## config.mk

```make
export PLATFORM = sky130hd
export DESIGN_NAME = length_prefixed_bucket_deframer
export DESIGN_NICKNAME = d
export VERILOG_FILES = /design/src/hdl/lpbd_pkg.sv /design/src/hdl/length_prefixed_bucket_deframer.sv /design/src/hdl/lpbd_ram.sv /design/src/hdl/lpbd_front.sv /design/src/hdl/lpbd_queue.sv /design/src/hdl/lpbd_back.sv
export SDC_FILE = /design/constraint.sdc
export NUM_CORES = 2
export LEC_CHECK = 0
export BUFFER_PORTS_ARGS = -buffer_cell sky130_fd_sc_hd__buf_2
export CORE_MARGIN = 4
export CORE_UTILIZATION = 55
export DETAILED_ROUTE_END_ITERATION = 16
export PLACE_DENSITY = 0.82
export SYNTH_ARGS = -nofsm -noshare
export SYNTH_HDL_FRONTEND = slang
export SYNTH_SLANG_ARGS = --single-unit
```

## constraint.sdc

```tcl
create_clock -name clk_i -period 5.6 [get_ports clk_i]
set_input_delay 1.12 -clock clk_i [delete_from_list [all_inputs] [get_ports clk_i]]
set_output_delay 1.12 -clock clk_i [all_outputs]
set_load 0.03 [all_outputs]
```

## src/hdl/lpbd_pkg.sv

```systemverilog
`timescale 1ns / 1ps
`default_nettype none
// ----------------------------------------------------------------------------
// lpbd_pkg
// Types and constants shared by the bucket deframer modules.
// ----------------------------------------------------------------------------
package lpbd_pkg;

  localparam int unsigned BLOCK_BYTES = 4096;
  localparam int unsigned NUM_BUCKETS = 64;
  localparam int unsigned IDX_W       = $clog2(NUM_BUCKETS);
  localparam int unsigned FILL_W      = $clog2(BLOCK_BYTES + 1);

  localparam int unsigned HDR_BYTES   = 10;
  localparam int unsigned POS_W       = $clog2(HDR_BYTES);
  localparam int unsigned QUEUE_DEPTH = 4;

  localparam int unsigned CFG_IDX_W   = 2;
  localparam int unsigned CFG_DATA_W  = 16;

  localparam logic [CFG_IDX_W-1:0] REG_BUCKET_BASE  = 2'd0;
  localparam logic [CFG_IDX_W-1:0] REG_BUCKET_COUNT = 2'd1;

  typedef enum logic [2:0] {
    EV_BYTE        = 3'd0,
    EV_BUCKET_END  = 3'd1,
    EV_STREAM_DONE = 3'd2,
    EV_BAD_BUCKET  = 3'd3,
    EV_AFTER_DONE  = 3'd4
  } event_e;

  typedef enum logic [1:0] {
    PH_HEADER = 2'd0,
    PH_BODY   = 2'd1,
    PH_DONE   = 2'd2,
    PH_SKIP   = 2'd3
  } phase_e;

  // One classified byte travelling from the parser to the fill-count stage.
  typedef struct packed {
    event_e           kind;
    logic [7:0]       data;
    logic [IDX_W-1:0] idx;
    logic             last;
  } cmd_t;

endpackage
`default_nettype wire

```

## src/hdl/length_prefixed_bucket_deframer.sv

```systemverilog
`timescale 1ns / 1ps
`default_nettype none
// Each result passes the command queue, fill-count stage and output register.
// Throughput: one byte per cycle while out_stall_i is low, into any mix
// of buckets; set by the fill-count read-modify-write through the bucket
// RAM, which a one-entry forwarding register closes for back-to-back bytes.
// Reset: asynchronous, all control state cleared at once; fill counts read
// as zero through per-bucket written flags, so no clearing pass is needed.
// ----------------------------------------------------------------------------
// length_prefixed_bucket_deframer
// Splits a stream of length-prefixed records into per-bucket body bytes with
// block boundaries, bucket end-of-file and stream completion events.
// ----------------------------------------------------------------------------
module length_prefixed_bucket_deframer
  import lpbd_pkg::*;
(
  input  wire logic                  clk_i,
  input  wire logic                  rst_ni,
  // Configuration writes
  input  wire logic                  cfg_we_i,
  input  wire logic [CFG_IDX_W-1:0]  cfg_idx_i,
  input  wire logic [CFG_DATA_W-1:0] cfg_wdata_i,
  // Byte input channel
  input  wire logic                  in_valid_i,
  output logic                       in_stall_o,
  input  wire logic [7:0]            byte_in_i,
  // Event output channel
  output logic                       out_valid_o,
  input  wire logic                  out_stall_i,
  output logic [2:0]                 event_res_o,
  output logic [7:0]                 data_out_o,
  output logic [IDX_W-1:0]           bucket_index_o,
  output logic                       block_end_o,
  output logic [FILL_W-1:0]          block_length_o
);

  // The front end parses headers and classifies every byte into at most one
  // command. Header bytes produce nothing until the tenth, which is checked
  // against the bucket window and the live count.
  logic q_full;
  logic push;
  cmd_t push_cmd;
  logic q_valid;
  cmd_t q_cmd;
  logic q_pop;

  lpbd_front u_front (
    .clk_i       (clk_i),
    .rst_ni      (rst_ni),
    .cfg_we_i    (cfg_we_i),
    .cfg_idx_i   (cfg_idx_i),
    .cfg_wdata_i (cfg_wdata_i),
    .in_valid_i  (in_valid_i),
    .byte_in_i   (byte_in_i),
    .q_full_i    (q_full),
    .in_stall_o  (in_stall_o),
    .push_o      (push),
    .cmd_o       (push_cmd)
  );

  // The queue decouples the two halves, so that an output stall only holds
  // the input once the queue has filled.
  lpbd_queue u_queue (
    .clk_i   (clk_i),
    .rst_ni  (rst_ni),
    .push_i  (push),
    .cmd_i   (push_cmd),
    .full_o  (q_full),
    .valid_o (q_valid),
    .cmd_o   (q_cmd),
    .pop_i   (q_pop)
  );

  // The back end keeps the per-bucket fill counts and drives the output
  // register. Non-byte events pass straight through it.
  lpbd_back u_back (
    .clk_i          (clk_i),
    .rst_ni         (rst_ni),
    .q_valid_i      (q_valid),
    .q_cmd_i        (q_cmd),
    .q_pop_o        (q_pop),
    .out_valid_o    (out_valid_o),
    .out_stall_i    (out_stall_i),
    .event_res_o    (event_res_o),
    .data_out_o     (data_out_o),
    .bucket_index_o (bucket_index_o),
    .block_end_o    (block_end_o),
    .block_length_o (block_length_o)
  );

`ifndef SYNTH
  // Only body-byte events carry a block length or a block end flag.
  assert property (@(posedge clk_i) disable iff (!rst_ni)
    out_valid_o && (event_res_o != EV_BYTE) |-> (block_length_o == '0) && !block_end_o)
    else $error("non-byte event carries block information");

  // A body byte always advances the fill count, and never past a full block.
  assert property (@(posedge clk_i) disable iff (!rst_ni)
    out_valid_o && (event_res_o == EV_BYTE) |->
      (block_length_o != '0) && (block_length_o <= FILL_W'(BLOCK_BYTES)))
    else $error("block length out of range");

  // A full block must be flagged as a block end.
  assert property (@(posedge clk_i) disable iff (!rst_ni)
    out_valid_o && (event_res_o == EV_BYTE) && (block_length_o == FILL_W'(BLOCK_BYTES))
      |-> block_end_o)
    else $error("full block not marked as block end");

  // The queue never takes a command while it is full.
  assert property (@(posedge clk_i) disable iff (!rst_ni)
    q_full && !q_pop |=> $stable(u_queue.count_q) || !q_full)
    else $error("command queue overflow");
`endif

endmodule
`default_nettype wire

```

## src/hdl/lpbd_ram.sv

```systemverilog
`timescale 1ns / 1ps
`default_nettype none
// ----------------------------------------------------------------------------
// lpbd_ram
// Simple dual-port RAM, one write and one registered read port.
// ----------------------------------------------------------------------------
module lpbd_ram #(
  parameter int unsigned WIDTH = 8,
  parameter int unsigned DEPTH = 16
) (
  input  wire logic                     clk_i,
  input  wire logic                     we_i,
  input  wire logic [$clog2(DEPTH)-1:0] waddr_i,
  input  wire logic [WIDTH-1:0]         wdata_i,
  input  wire logic                     re_i,
  input  wire logic [$clog2(DEPTH)-1:0] raddr_i,
  output logic      [WIDTH-1:0]         rdata_o
);

  logic [WIDTH-1:0] mem_q [DEPTH];
  logic [WIDTH-1:0] rdata_q;

  // A read at the address being written returns the old contents.
  always_ff @(posedge clk_i) begin
    if (we_i) begin
      mem_q[waddr_i] <= wdata_i;
    end
    if (re_i) begin
      rdata_q <= mem_q[raddr_i];
    end
  end

  assign rdata_o = rdata_q;

endmodule
`default_nettype wire

```

## src/hdl/lpbd_front.sv

```systemverilog
`timescale 1ns / 1ps
`default_nettype none
// ----------------------------------------------------------------------------
// lpbd_front
// Header parser and byte classifier; holds the configuration registers.
// ----------------------------------------------------------------------------
module lpbd_front
  import lpbd_pkg::*;
(
  input  wire logic                  clk_i,
  input  wire logic                  rst_ni,
  input  wire logic                  cfg_we_i,
  input  wire logic [CFG_IDX_W-1:0]  cfg_idx_i,
  input  wire logic [CFG_DATA_W-1:0] cfg_wdata_i,
  input  wire logic                  in_valid_i,
  input  wire logic [7:0]            byte_in_i,
  input  wire logic                  q_full_i,
  output logic                       in_stall_o,
  output logic                       push_o,
  output cmd_t                       cmd_o
);

  phase_e            phase_q, phase_d;
  logic [POS_W-1:0]  hdr_pos_q;
  logic [15:0]       hdr_bucket_q;
  logic [55:0]       hdr_len_q;
  logic [63:0]       body_left_q;
  logic [IDX_W-1:0]  cur_idx_q;
  logic [6:0]        live_q;
  logic [15:0]       base_q;
  logic [6:0]        count_q;

  logic              accept;
  logic              last_hdr;
  logic [63:0]       full_len;
  logic [15:0]       local_idx;
  logic              bucket_miss;
  logic              len_zero;
  logic [6:0]        live_dec;
  logic              body_end;

  assign accept      = in_valid_i && !q_full_i;
  assign in_stall_o  = q_full_i;
  assign last_hdr    = hdr_pos_q == POS_W'(HDR_BYTES - 1);
  assign full_len    = {byte_in_i, hdr_len_q};
  assign local_idx   = hdr_bucket_q - base_q;
  assign bucket_miss = (local_idx >= {9'd0, count_q}) || (local_idx >= 16'(NUM_BUCKETS));
  assign len_zero    = full_len == 64'd0;
  assign live_dec    = (live_q != 7'd0) ? live_q - 7'd1 : 7'd0;
  assign body_end    = body_left_q <= 64'd1;

  // Next phase.
  always_comb begin
    phase_d = phase_q;
    unique case (phase_q)
      PH_HEADER: begin
        if (accept && last_hdr) begin
          if (bucket_miss) begin
            phase_d = len_zero ? PH_HEADER : PH_SKIP;
          end else if (len_zero) begin
            phase_d = (live_dec == 7'd0) ? PH_DONE : PH_HEADER;
          end else begin
            phase_d = PH_BODY;
          end
        end
      end
      PH_BODY, PH_SKIP: begin
        if (accept && body_end) begin
          phase_d = PH_HEADER;
        end
      end
      PH_DONE: phase_d = PH_DONE;
      default: phase_d = PH_HEADER;
    endcase
  end

  // Command issued for the accepted byte.
  always_comb begin
    push_o      = 1'b0;
    cmd_o.kind  = EV_BYTE;
    cmd_o.data  = 8'd0;
    cmd_o.idx   = '0;
    cmd_o.last  = 1'b0;
    unique case (phase_q)
      PH_HEADER: begin
        if (accept && last_hdr) begin
          if (bucket_miss) begin
            push_o     = 1'b1;
            cmd_o.kind = EV_BAD_BUCKET;
          end else if (len_zero) begin
            push_o     = 1'b1;
            cmd_o.kind = (live_dec == 7'd0) ? EV_STREAM_DONE : EV_BUCKET_END;
            cmd_o.idx  = local_idx[IDX_W-1:0];
          end
        end
      end
      PH_BODY: begin
        push_o     = accept;
        cmd_o.kind = EV_BYTE;
        cmd_o.data = byte_in_i;
        cmd_o.idx  = cur_idx_q;
        cmd_o.last = body_end;
      end
      PH_DONE: begin
        push_o     = accept;
        cmd_o.kind = EV_AFTER_DONE;
      end
      PH_SKIP: push_o = 1'b0;
      default: push_o = 1'b0;
    endcase
  end

  always_ff @(posedge clk_i or negedge rst_ni) begin
    if (!rst_ni) begin
      phase_q      <= PH_HEADER;
      hdr_pos_q    <= '0;
      hdr_bucket_q <= '0;
      hdr_len_q    <= '0;
      body_left_q  <= '0;
      cur_idx_q    <= '0;
      live_q       <= 7'(NUM_BUCKETS);
      base_q       <= '0;
      count_q      <= 7'(NUM_BUCKETS);
    end else begin
      phase_q <= phase_d;
      if (accept) begin
        case (phase_q)
          PH_HEADER: begin
            if (last_hdr) begin
              hdr_pos_q   <= '0;
              body_left_q <= full_len;
              if (!bucket_miss) begin
                cur_idx_q <= local_idx[IDX_W-1:0];
                if (len_zero) begin
                  live_q <= live_dec;
                end
              end
            end else begin
              hdr_pos_q <= hdr_pos_q + POS_W'(1);
            end
            case (hdr_pos_q)
              4'd0:    hdr_bucket_q[7:0]  <= byte_in_i;
              4'd1:    hdr_bucket_q[15:8] <= byte_in_i;
              4'd2:    hdr_len_q[7:0]     <= byte_in_i;
              4'd3:    hdr_len_q[15:8]    <= byte_in_i;
              4'd4:    hdr_len_q[23:16]   <= byte_in_i;
              4'd5:    hdr_len_q[31:24]   <= byte_in_i;
              4'd6:    hdr_len_q[39:32]   <= byte_in_i;
              4'd7:    hdr_len_q[47:40]   <= byte_in_i;
              4'd8:    hdr_len_q[55:48]   <= byte_in_i;
              default: hdr_len_q          <= hdr_len_q;
            endcase
          end
          PH_BODY, PH_SKIP: begin
            if (body_left_q != 64'd0) begin
              body_left_q <= body_left_q - 64'd1;
            end
          end
          default: body_left_q <= body_left_q;
        endcase
      end
      if (cfg_we_i) begin
        if (cfg_idx_i == REG_BUCKET_BASE) begin
          base_q <= cfg_wdata_i;
        end else if (cfg_idx_i == REG_BUCKET_COUNT) begin
          count_q <= cfg_wdata_i[6:0];
          live_q  <= cfg_wdata_i[6:0];
        end
      end
    end
  end

endmodule
`default_nettype wire

```

## src/hdl/lpbd_queue.sv

```systemverilog
`timescale 1ns / 1ps
`default_nettype none
// ----------------------------------------------------------------------------
// lpbd_queue
// Short command queue between the parser and the fill-count stage.
// ----------------------------------------------------------------------------
module lpbd_queue
  import lpbd_pkg::*;
(
  input  wire logic clk_i,
  input  wire logic rst_ni,
  input  wire logic push_i,
  input  wire cmd_t cmd_i,
  output logic      full_o,
  output logic      valid_o,
  output cmd_t      cmd_o,
  input  wire logic pop_i
);

  localparam int unsigned PTR_W = $clog2(QUEUE_DEPTH);
  localparam int unsigned CNT_W = $clog2(QUEUE_DEPTH + 1);

  cmd_t             slot_q [QUEUE_DEPTH];
  logic [PTR_W-1:0] wr_ptr_q, rd_ptr_q;
  logic [CNT_W-1:0] count_q;

  assign full_o  = count_q == CNT_W'(QUEUE_DEPTH);
  assign valid_o = count_q != '0;
  assign cmd_o   = slot_q[rd_ptr_q];

  always_ff @(posedge clk_i) begin
    if (push_i) begin
      slot_q[wr_ptr_q] <= cmd_i;
    end
  end

  always_ff @(posedge clk_i or negedge rst_ni) begin
    if (!rst_ni) begin
      wr_ptr_q <= '0;
      rd_ptr_q <= '0;
      count_q  <= '0;
    end else begin
      if (push_i) begin
        wr_ptr_q <= wr_ptr_q + PTR_W'(1);
      end
      if (pop_i) begin
        rd_ptr_q <= rd_ptr_q + PTR_W'(1);
      end
      if (push_i && !pop_i) begin
        count_q <= count_q + CNT_W'(1);
      end else if (pop_i && !push_i) begin
        count_q <= count_q - CNT_W'(1);
      end
    end
  end

endmodule
`default_nettype wire

```

## src/hdl/lpbd_back.sv

```systemverilog
`timescale 1ns / 1ps
`default_nettype none
// ----------------------------------------------------------------------------
// lpbd_back
// Per-bucket fill counting and the output register.
// ----------------------------------------------------------------------------
module lpbd_back
  import lpbd_pkg::*;
(
  input  wire logic              clk_i,
  input  wire logic              rst_ni,
  input  wire logic              q_valid_i,
  input  wire cmd_t              q_cmd_i,
  output logic                   q_pop_o,
  output logic                   out_valid_o,
  input  wire logic              out_stall_i,
  output logic [2:0]             event_res_o,
  output logic [7:0]             data_out_o,
  output logic [IDX_W-1:0]       bucket_index_o,
  output logic                   block_end_o,
  output logic [FILL_W-1:0]      block_length_o
);

  logic               s1_valid_q;
  cmd_t               s1_cmd_q;
  logic               s1_adv, s1_free;
  logic               rd_en;

  logic [NUM_BUCKETS-1:0] written_q;
  logic               rvalid_q;
  logic               fwd_q;
  logic [FILL_W-1:0]  fwd_val_q;
  logic [FILL_W-1:0]  rdata;
  logic [FILL_W-1:0]  stored;
  logic [FILL_W-1:0]  fill;
  logic               bend;
  logic               wr_en;
  logic [FILL_W-1:0]  wr_val;

  logic               out_valid_q;
  logic [2:0]         ev_q;
  logic [7:0]         data_q;
  logic [IDX_W-1:0]   idx_q;
  logic               bend_q;
  logic [FILL_W-1:0]  len_q;

  assign s1_adv  = s1_valid_q && (!out_valid_q || !out_stall_i);
  assign s1_free = !s1_valid_q || s1_adv;
  assign q_pop_o = q_valid_i && s1_free;
  assign rd_en   = q_pop_o && (q_cmd_i.kind == EV_BYTE);

  // A write at the same edge as the read is not seen by the RAM port; it is
  // caught by the forwarding register instead.
  assign stored = fwd_q ? fwd_val_q : (rvalid_q ? rdata : '0);
  assign fill   = stored + FILL_W'(1);
  assign bend   = (fill >= FILL_W'(BLOCK_BYTES)) || s1_cmd_q.last;
  assign wr_en  = s1_adv && (s1_cmd_q.kind == EV_BYTE);
  assign wr_val = bend ? '0 : fill;

  lpbd_ram #(
    .WIDTH (FILL_W),
    .DEPTH (NUM_BUCKETS)
  ) u_fill_ram (
    .clk_i   (clk_i),
    .we_i    (wr_en),
    .waddr_i (s1_cmd_q.idx),
    .wdata_i (wr_val),
    .re_i    (rd_en),
    .raddr_i (q_cmd_i.idx),
    .rdata_o (rdata)
  );

  always_ff @(posedge clk_i) begin
    if (q_pop_o) begin
      s1_cmd_q  <= q_cmd_i;
      rvalid_q  <= written_q[q_cmd_i.idx];
      fwd_q     <= wr_en && (s1_cmd_q.idx == q_cmd_i.idx);
      fwd_val_q <= wr_val;
    end
    if (s1_adv) begin
      ev_q   <= s1_cmd_q.kind;
      data_q <= (s1_cmd_q.kind == EV_BYTE) ? s1_cmd_q.data : 8'd0;
      idx_q  <= s1_cmd_q.idx;
      bend_q <= (s1_cmd_q.kind == EV_BYTE) && bend;
      len_q  <= (s1_cmd_q.kind == EV_BYTE) ? fill : '0;
    end
  end

  always_ff @(posedge clk_i or negedge rst_ni) begin
    if (!rst_ni) begin
      s1_valid_q  <= 1'b0;
      out_valid_q <= 1'b0;
      written_q   <= '0;
    end else begin
      if (s1_free) begin
        s1_valid_q <= q_valid_i;
      end
      if (s1_adv) begin
        out_valid_q <= 1'b1;
      end else if (!out_stall_i) begin
        out_valid_q <= 1'b0;
      end
      if (wr_en) begin
        written_q[s1_cmd_q.idx] <= 1'b1;
      end
    end
  end

  assign out_valid_o    = out_valid_q;
  assign event_res_o    = ev_q;
  assign data_out_o     = data_q;
  assign bucket_index_o = idx_q;
  assign block_end_o    = bend_q;
  assign block_length_o = len_q;

endmodule
`default_nettype wire
```

==> results_dict.tcl <==
set metrics [dict create \
    synthCells 3266 \
    avgSynthCellArea_um2 15.6 \
    status "finished clean" \
    die_x_um 313 \
    fin_skew_ns 0.0649 \
    synth-edff-count 981 \
    fmax_ghz 0.195 \
    synthSimpleGateAreaFrac_pct 8.54 \
    mostFrequentLayoutCells "edfxtp_1, nand2_1, dfrtp_1" \
    slew_viol_final 0 \
    hold_path_class "in2async" \
    synth_flop_cell "edfxtp_1" \
    powerDensity_nw_per_um2 499 \
    core_area_um2 91900 \
    cp-start-kind "flip-flop" \
    gp_congestion 0.942 \
    cts_buffers 115 \
    layout_worst_path_cycle_share_pct 91.6 \
    clk_pin_slew_ns 0.06 \
    num_vias 31150 \
    mostFrequentLayoutCell "edfxtp_1" \
    crit_arrival_ns 5.73 \
    holdWs_ns 0.362 \
    grt_start_max_net_pins 93 \
    rsz0062_at_grt "no" \
    synth_area_leader_cell "edfxtp_1" \
    setup_tns_ns 0 \
    synth-adder-area-share_pct 0.960 \
    maxCapViolations 0 \
    cts_tree "yes" \
    pre_cts_ws_ns 0.577 \
    crit_required_ns 6.20 \
    synth_top_cell_area_share_pct 57.6 \
    area_delta_synth_final_pct 12.3 \
    drc_errors 0 \
    synth_top_family_by_area "multiplexers" \
    register_area_um2 35700 \
    async_flop_share_pct 20.4 \
    drt-vias-per-instance 6.57 \
    synthXorXnorAreaFrac_pct 0.531 \
    cp_max_fo 5 \
    rrSetupSlack_ns 0.47 \
    drt_wl_total_um 132000 \
    relSlewSlack_pct 16.6 \
    num_rows 111 \
    chipHeight_um 313 \
    start_util_pct 55.6 \
    hpwl_um 76500 \
    yosysWarnings 0 \
    drtAntennaViolNets 0 \
    drt-initial-drc-count 4798 \
    cts.root.buffer_cell "clkbuf_16" \
    ys_ff_latch 1232 \
    antenna_found_initial 3 \
    clockBufferDepth 3 \
    synth-compound-area-share_pct 6.77 \
    worst_r2r_endpoint "u_queue.count_q[1]$_DFFE_PN0P_" \
    r2r_start "u_front.hdr_bucket_q[0]$_DFFE_PN0P_" \
    fillers 6054 \
    io_pins 64 \
    p_leak_uw 0.0206 \
    hold_viol 0 \
    finalSetupViolCount 0 \
    grt-ovfl-total 0 \
    muxShareOfSynthArea_pct 11.4 \
    ctsResizeCount 0 \
    finalNetCount 3471 \
    ys_top_cells_by_area "edfxtp_1, dfrtp_1, mux4_2" \
    multi_input_area_um2 14900 \
    grt_usage_pct 27.1 \
    htree_levels 3 \
    drive_above_1_share_pct 21.9 \
    worst_pin_slew_ns 1.25 \
    grt_pass1_wl_um 200000 \
    first_pass_iters 8 \
    crit_family "compound AO/OA/AOI/OAI gates" \
    clk_latency_ns 0.72 \
    worst-path-buf-inv 4 \
    die_area_um2 97900 \
    setup_ws_ns 0.473 \
    synth.distinct_cells 88 \
    slowest_stage "o21ai_0" \
    port_buffers 63 \
    cpMostUsedCell "inv_1" \
    r2r_cells 21 \
    ir_worst_vdd_mv 0.346 \
    period_needed_ns 5.13 \
    syn_area_um2 51100 \
    wl_per_cell_um 27.9 \
    cp_cell_sequence "inv_1, ha_1, inv_1, fa_1, a211o_1, a221o_1, xnor2_1, inv_1, ha_1, o21ai_0, nor2_1, nor3_1, nand4b_1, a211oi_1, nand4_1, o21ai_0, mux2i_1, ha_1, inv_1, fa_1, mux2_2" \
    holdBufCountCts 0 \
    worstSetupPathType "reg2reg" \
    synth_seq_area_share_pct 69.9 \
    cts_sinks 1232 \
    slowest_delay_ns 0.63 \
    cts_setup_buffers 0 \
    grt_pass1_vias 31010 \
    end_kind "flip-flop" \
]
==> cell type report <==
cell class,instances,area share (%)
sequential,1232,62.3
multi-input combinational,1861,26.0
clock buffer,144,5.35
tap,1243,2.71
timing repair buffer,137,1.88
clock inverter,69,1.39
inverter,55,0.373
antenna,2,0.00872
==> metrics by stage <==
stage          util (%)  std cells  area (um2)  total power, uW
6_report           62.4       4743       57400            28700
3_3_place_gp       58.2       4528       53500            20100
4_1_cts            62.4       4741       57400            28500
5_1_grt            62.4       4741       57400            29600
2_1_floorplan         -       3330       51300            17400
3_5_place_dp       58.2       4528       53500            20400
==> logic make-up (layout without fill, tap and decap cells) <==
| group | count (synthesis) | in the layout |
|---|---|---|
| other cells | 1 | 67 |
| mux | 306 | 306 |
| compound gates | 538 | 538 |
| simple gates | 883 | 883 |
| xor+xnor | 31 | 31 |
| buf+inv | 237 | 405 |
| flops | 1232 | 1232 |
| fa+ha+maj | 38 | 38 |
==> worst max path at each step <==
stage                                                   start                              to  slack, ns  cells past startpoint
after CTS                 u_front.hdr_bucket_q[0]$_DFFE_PN0P_  u_queue.count_q[1]$_DFFE_PN0P_       0.59                     21
after detailed placement  u_front.hdr_bucket_q[0]$_DFFE_PN0P_  u_queue.count_q[1]$_DFFE_PN0P_       0.58                     21
final                     u_front.hdr_bucket_q[0]$_DFFE_PN0P_  u_queue.count_q[1]$_DFFE_PN0P_       0.47                     21
after global placement    u_front.hdr_bucket_q[0]$_DFFE_PN0P_  u_queue.count_q[1]$_DFFE_PN0P_       0.72                     21
after global routing      u_front.hdr_bucket_q[0]$_DFFE_PN0P_  u_queue.count_q[1]$_DFFE_PN0P_       0.28                     21
after floorplan           u_front.hdr_bucket_q[0]$_DFFE_PN0P_  u_queue.slot_q[0][0]$_DFFE_PP_       0.67                     16
==> power breakdown <==
part | internal, uW | total [uW] | switching, uW
clock | 4510 | 7980 | 3480
combinational | 3260 | 8920 | 5660
sequential | 11200 | 11700 | 504
total | 19000 | 28700 | 9640
==> layer usage <==
layer  GRT usage, %  vias to the layer above  wire (um)
met4           13.3                        2       7430
met1           35.6                    15529      46700
met3           6.12                      496      14400
li1               -                    12909          -
met5              0                        -         13
met2           43.2                     2214      63700
==> registers in the layout (all words and copies together) (netlist names), 16 cells and up <==
name                     count
u_back.s1_cmd_q             18
u_queue.slot_q              72
u_front.hdr_bucket_q        16
u_front.body_left_q         64
u_back.written_q            64
u_front.hdr_len_q           56
u_front.base_q              16
u_back.u_fill_ram.mem_q    832
==> worst register-to-register path: stages, from the launching register on <==
cell,delay (ns)
dfrtp_1,0.36
inv_1,0.07
ha_1,0.15
inv_1,0.05
fa_1,0.42
a211o_1,0.30
a221o_1,0.37
xnor2_1,0.23
inv_1,0.07
ha_1,0.29
o21ai_0,0.08
nor2_1,0.07
nor3_1,0.17
nand4b_1,0.11
a211oi_1,0.21
nand4_1,0.22
o21ai_0,0.63
mux2i_1,0.19
ha_1,0.27
inv_1,0.08
fa_1,0.43
mux2_2,0.28
==> cell usage after synthesis (6+ instances only) <==
master and n:
edfxtp_1 981, nand2_1 302, dfrtp_1 249, mux4_2 212, nor2_1 183, clkbuf_1 139, o21ai_0 115, a21oi_1 102
a31oi_1 86, mux2_2 80, or2_2 73, nor2b_1 63, a211oi_1 61, inv_1 54, nor3_1 48, nor4_1 39
ha_1 36, buf_2 32, o22ai_1 32, a22oi_1 30, and2_1 29, nand3_1 29, xnor2_1 20, or3_1 19
nand4_1 18, a311oi_1 16, nand2b_1 15, o221ai_1 15, mux2i_1 14, o22a_1 14, nand3b_1 13, xor2_1 11
buf_1 10, a21o_1 8, nor3b_1 8, or4_1 8, and3_1 6
Power figures use the tool's default switching activity.
